===== config.mk =====
export PLATFORM = sky130hd
export DESIGN_NAME = q16alu_front
export DESIGN_NICKNAME = d
export VERILOG_FILES = /design/src/design/q16_16_fixed_point_alu_assert.svh /design/src/design/q16alu_pkg.sv /design/src/design/q16alu_front.sv
export SDC_FILE = /design/constraint.sdc
export NUM_CORES = 2
export LEC_CHECK = 0
export BUFFER_PORTS_ARGS = -buffer_cell sky130_fd_sc_hd__buf_4
export CORE_ASPECT_RATIO = 1.2
export CORE_UTILIZATION = 25
export CTS_CLUSTER_SIZE = 14
export DETAILED_ROUTE_END_ITERATION = 16
export PLACE_DENSITY = 0.45
export SYNTH_ARGS = -nofsm -noshare
export SYNTH_HDL_FRONTEND = slang
export SYNTH_SLANG_ARGS = --single-unit

===== constraint.sdc =====
create_clock -name clk -period 8.35 [get_ports clk]
set_clock_uncertainty 0.1 [all_clocks]
set_input_delay 1.67 -clock clk [delete_from_list [all_inputs] [get_ports clk]]
set_output_delay 1.67 -clock clk [all_outputs]
set_load 0.01 [all_outputs]

===== src/design/q16_16_fixed_point_alu_assert.svh =====
// assertion macros for the q16.16 alu
`ifndef Q16_16_FIXED_POINT_ALU_ASSERT_SVH
`define Q16_16_FIXED_POINT_ALU_ASSERT_SVH

`ifndef SYNTHESIS
// same-cycle implication on clk, disabled during reset
`define Q16_ASSERT_NOW(lbl, ante, cons) \
    lbl: assert property (@(posedge clk) disable iff (!rst_n) (ante) |-> (cons)) \
        else $error("q16 alu assertion failed");
// next-cycle implication on clk, disabled during reset
`define Q16_ASSERT_NEXT(lbl, ante, cons) \
    lbl: assert property (@(posedge clk) disable iff (!rst_n) (ante) |=> (cons)) \
        else $error("q16 alu assertion failed");
`else
`define Q16_ASSERT_NOW(lbl, ante, cons)
`define Q16_ASSERT_NEXT(lbl, ante, cons)
`endif

`endif


===== src/design/q16alu_pkg.sv =====
package q16alu_pkg;

    // operation codes
    typedef enum logic [2:0] {
        FN_INT_TO_FIX = 3'd0,
        FN_FIX_TO_INT = 3'd1,
        FN_ADD        = 3'd2,
        FN_SUB        = 3'd3,
        FN_MUL        = 3'd4,
        FN_DIV        = 3'd5
    } func_t;

    localparam int WORD_W = 32;

    // control that rides along the divider chain with each item
    typedef struct packed {
        logic              valid;
        logic              is_div;
        logic              neg;
        logic              dz;
        logic [WORD_W-1:0] res;
    } cell_ctrl_t;

endpackage


===== src/design/q16alu_front.sv =====
module q16alu_front
    import q16alu_pkg::*;
#(
    parameter int FRAC_BITS = 16,
    parameter int DQ_W      = WORD_W + FRAC_BITS
)
(
    input  logic                     clk,
    input  logic                     rst_n,
    input  logic                     en,
    input  logic                     op_valid,
    input  logic [2:0]               func,
    input  logic signed [WORD_W-1:0] operand_a,
    input  logic signed [WORD_W-1:0] operand_b,
    output cell_ctrl_t               ctrl_out,
    output logic [DQ_W-1:0]          dq_out,
    output logic [WORD_W-1:0]        dvs_out
);

    localparam logic signed [2*WORD_W-1:0] MUL_BIAS = (64'sd1 <<< FRAC_BITS) - 64'sd1;

    // stage a: capture operands and form the full product
    logic                       vld_a_reg;
    logic [2:0]                 fn_a_reg;
    logic signed [WORD_W-1:0]   a_reg;
    logic signed [WORD_W-1:0]   b_reg;
    logic signed [2*WORD_W-1:0] prod_reg;

    // stage b: simple results and divider setup
    cell_ctrl_t                 ctrl_reg;
    cell_ctrl_t                 ctrl_next;
    logic [DQ_W-1:0]            dq_reg;
    logic [DQ_W-1:0]            dq_next;
    logic [WORD_W-1:0]          dvs_reg;
    logic [WORD_W-1:0]          dvs_next;

    logic signed [2*WORD_W-1:0] prod_biased;
    logic [WORD_W-1:0]          abs_a;
    logic [WORD_W-1:0]          abs_b;

    // stage a control
    always_ff @(posedge clk or negedge rst_n)
    begin
        if (!rst_n)
        begin
            vld_a_reg <= 1'b0;
        end
        else if (en)
        begin
            vld_a_reg <= op_valid;
        end
    end

    // stage a payload
    always_ff @(posedge clk)
    begin
        if (en)
        begin
            fn_a_reg <= func;
            a_reg    <= operand_a;
            b_reg    <= operand_b;
            prod_reg <= operand_a * operand_b;
        end
    end

    // multiply rounds toward zero: bias negative products before the shift
    assign prod_biased = prod_reg + (prod_reg[2*WORD_W-1] ? MUL_BIAS : '0);

    // magnitudes for the unsigned divider
    assign abs_a = a_reg[WORD_W-1] ? WORD_W'(-a_reg) : WORD_W'(a_reg);
    assign abs_b = b_reg[WORD_W-1] ? WORD_W'(-b_reg) : WORD_W'(b_reg);

    // stage b result select
    always_comb
    begin
        ctrl_next        = '0;
        ctrl_next.valid  = vld_a_reg;
        dq_next          = {abs_a, {FRAC_BITS{1'b0}}};
        dvs_next         = abs_b;
        unique case (fn_a_reg)
            FN_INT_TO_FIX:
            begin
                ctrl_next.res = {a_reg[WORD_W-1-FRAC_BITS:0], {FRAC_BITS{1'b0}}};
            end
            FN_FIX_TO_INT:
            begin
                ctrl_next.res = WORD_W'(a_reg >>> FRAC_BITS);
            end
            FN_ADD:
            begin
                ctrl_next.res = WORD_W'(a_reg + b_reg);
            end
            FN_SUB:
            begin
                ctrl_next.res = WORD_W'(a_reg - b_reg);
            end
            FN_MUL:
            begin
                ctrl_next.res = prod_biased[FRAC_BITS+WORD_W-1:FRAC_BITS];
            end
            FN_DIV:
            begin
                ctrl_next.is_div = 1'b1;
                ctrl_next.neg    = a_reg[WORD_W-1] ^ b_reg[WORD_W-1];
                ctrl_next.dz     = (b_reg == '0);
            end
            default:
            begin
                ctrl_next.res = '0;
            end
        endcase
    end

    // stage b control
    always_ff @(posedge clk or negedge rst_n)
    begin
        if (!rst_n)
        begin
            ctrl_reg <= '0;
        end
        else if (en)
        begin
            ctrl_reg <= ctrl_next;
        end
    end

    // stage b payload
    always_ff @(posedge clk)
    begin
        if (en)
        begin
            dq_reg  <= dq_next;
            dvs_reg <= dvs_next;
        end
    end

    assign ctrl_out = ctrl_reg;
    assign dq_out   = dq_reg;
    assign dvs_out  = dvs_reg;

endmodule


==> flow_metrics.tcl <==
set metrics [dict create \
    synth_top_area_share 0.4587 \
    via_count 34444 \
    outcome "completed" \
    grt_overflow_total 0 \
    start_kind "primary input" \
    area_growth_pct 18.34 \
    yosysTopAreaCell "fa_1" \
    final_cells 7754 \
    nets 6656 \
    synth_top_family_by_area "adder cells" \
    syn_avg_cell_area_sq_um 9.771 \
    io_buffers 170 \
    tightest_slew_ns 1.103 \
    dr.pass1.iters 7 \
    clk_latency_ns 0.55 \
    core-area_sq_um 187700 \
    ant_nets 0 \
    slew_headroom 0.2598 \
    die-area_sq_um 190800 \
    cp-end-kind "flip-flop" \
    grt_pass1_vias 38186 \
    synth_compound_gate_area_share 0.05512 \
    synth_ff_type "edfxtp_1" \
    grt_max_degree 70 \
    critPathMaxFanout 12 \
    start_util 0.2518 \
    drive_above_1_share 0.1496 \
    min_period_ns 8.309 \
    hp-class "reg -> reg" \
    yosysSeqAreaShare 0.1340 \
    min_period_over_period 0.9951 \
    detail_route.vias_per_cell 4.442 \
    die_y_um 478.3 \
    clock-sinks 217 \
    required_ns 8.55 \
    slew_violations 0 \
    remaining_drc_errors 0 \
    post_drt_wl_per_cell_um 20.83 \
    cts_buffer_depth 3 \
    placed_area_sq_um 54420 \
    synth_mux_area_frac 0.002409 \
    arrival_ns 8.51 \
    dp_hpwl_um 140900 \
    htreeDepth 1 \
    die_w_um 398.9 \
    ios 187 \
    synth_enable_flop_cells 180 \
    dp.cells 7687 \
    cts_made_buffers 24 \
    wirelength_um 161500 \
    hold_viol 0 \
    synth_async_sr_flop_share 0.1705 \
    synth_xor_area_frac 0.03558 \
    yosys_register_bits 217 \
    grt_usage 0.1723 \
    setup_viol_count_final 0 \
    syn_inst 4837 \
    clkTransAtPathRegs_ns 0.07 \
    netlist_area_sq_um 47260 \
    fmax_mhz 120.4 \
    rsz0062_at_grt "true" \
    crit_type "in -> reg" \
    antenna_found_initial 20 \
    ys_warn_count 0 \
    busiest_layer "met2" \
    synth_adder_area_share 0.5202 \
    drt_iter0_markers 1867 \
    use_met1 0.2178 \
    placementRows 174 \
    met3_usage 0.01692 \
    cts_tree "done" \
    drv_cap 0 \
    synthSimpleGateAreaFrac 0.1480 \
    met2_usage 0.3058 \
    synth_area_leaders "fa_1 46%, edfxtp_1 11%, inv_1 8.3%" \
    place_congestion 0.9567 \
    grt_pass1_wl_um 244400 \
    largest_reg_flops 49 \
    fin_area_sq_um 55930 \
    yosys.cell_types.count 84 \
    root_buffer "clkbuf_16" \
]
[cells in the mapped netlist (18+ instances only)]
library cell and instances:
a21o_1 31, a21oi_1 85, and2_1 450, clkbuf_1 237
dfrtp_1 37, edfxtp_1 180, fa_1 1083, ha_1 232
inv_1 1041, nand2_1 665, nand2b_1 27, nand3_1 43
nand4_1 18, nor2_1 99, nor3_1 22, o21ai_0 77
o31ai_1 30, or3_1 19, xnor2_1 127, xor2_1 65
[per-stage QoR]
step,hold slack (ns),util,setup TNS [ns],setup WS [ns]
detailed placement,0.3922,0.2900,-15.05,-0.9497
finish,0.4036,0.2980,0,0.04122
CTS,0.4067,0.2948,0,0.0008447
global route,0.4294,0.2980,-0.2607,-0.1641
global placement,0.3824,0.2900,-14.16,-0.9311
floorplan,0.3641,-,-0.1488,-0.1488
[area by class of cell]
cell class	instances	area, sq um
Fill cell	19797	131700
Sequential cell	217	6331
Inverter	1042	3919
Timing Repair Buffer	650	5373
Clock inverter	16	133.9
Tap cell	2464	3083
Antenna cell	3	7.507
Multi-Input combinational cell	3335	36450
Clock buffer	27	633.1
[path summary, 6_finish.rpt]
check,from,end,slack [ns],depth (start not counted)
max,operand_b[7],prod_reg[63]$_DFFE_PP_,0.04,23
min,ctrl_out[1]$_DFFE_PN0P_,ctrl_out[1]$_DFFE_PN0P_,0.40,2
max reg2reg,b_reg[5]$_DFFE_PP_,ctrl_out[29]$_DFFE_PN0P_,2.84,16
min reg2reg,ctrl_out[1]$_DFFE_PN0P_,ctrl_out[1]$_DFFE_PN0P_,0.40,2
max in group asynchronous,rst_n,ctrl_out[28]$_DFFE_PN0P_,6.75,1
min in group asynchronous,rst_n,ctrl_out[0]$_DFFE_PN0P_,0.99,1
[cell families after synthesis]
kind of cell               count (synthesis)
AOI/OAI and AO/OA                        384
xor gates and xnor gates                 192
adders and majority gates               1315
buffers and inverters                   1300
DFF                                      217
muxes                                     11
other                                      1
and+or+nand+nor                         1417
[cells in the final DEF, fill, tap and decap left out, drive strengths merged, types with 37 or more instances in the layout]
cell type,n
dfrtp,37
buf,648
edfxtp,180
nand3,44
fa,1083
xor2,65
inv,1041
nor2,100
and2,450
nand2,666
xnor2,127
ha,232
o21ai,77
a21oi,85
[metal layers]
layer / vias up / part of all wire
li1: 15403 / -
met1: 17977 / 0.42
met2: 850 / 0.50
met3: 202 / 0.045
met4: 12 / 0.037
met5: - / 0.00041
[critical path, cell delays in order]
cell and delay (ns):
buf_6 0.14, and2_4 0.18, fa_2 0.57, inv_2 0.06
fa_2 0.56, inv_2 0.05, fa_1 0.51, fa_2 0.64
clkinvlp_4 0.12, buf_12 0.15, buf_4 0.15, fa_1 0.48
fa_1 0.56, fa_1 0.43, fa_1 0.51, inv_1 0.04
ha_2 0.48, inv_1 0.12, nor4_4 0.46, buf_4 0.19
nand4_1 0.09, o211ai_1 0.21, xnor2_1 0.09
[repair_timing]
item                                   CTS  global route
setup buffers                            1            19
resized for setup                       22           110
endpoints found under the hold margin    0             0
cloned                                   0             1
hold buffers                             0             0
setup endpoints to repair               12            14
pin swaps                               11            63
Power is not shown: default switching activity piles up to over one toggle a cycle in this logic, so the estimate is an artifact.
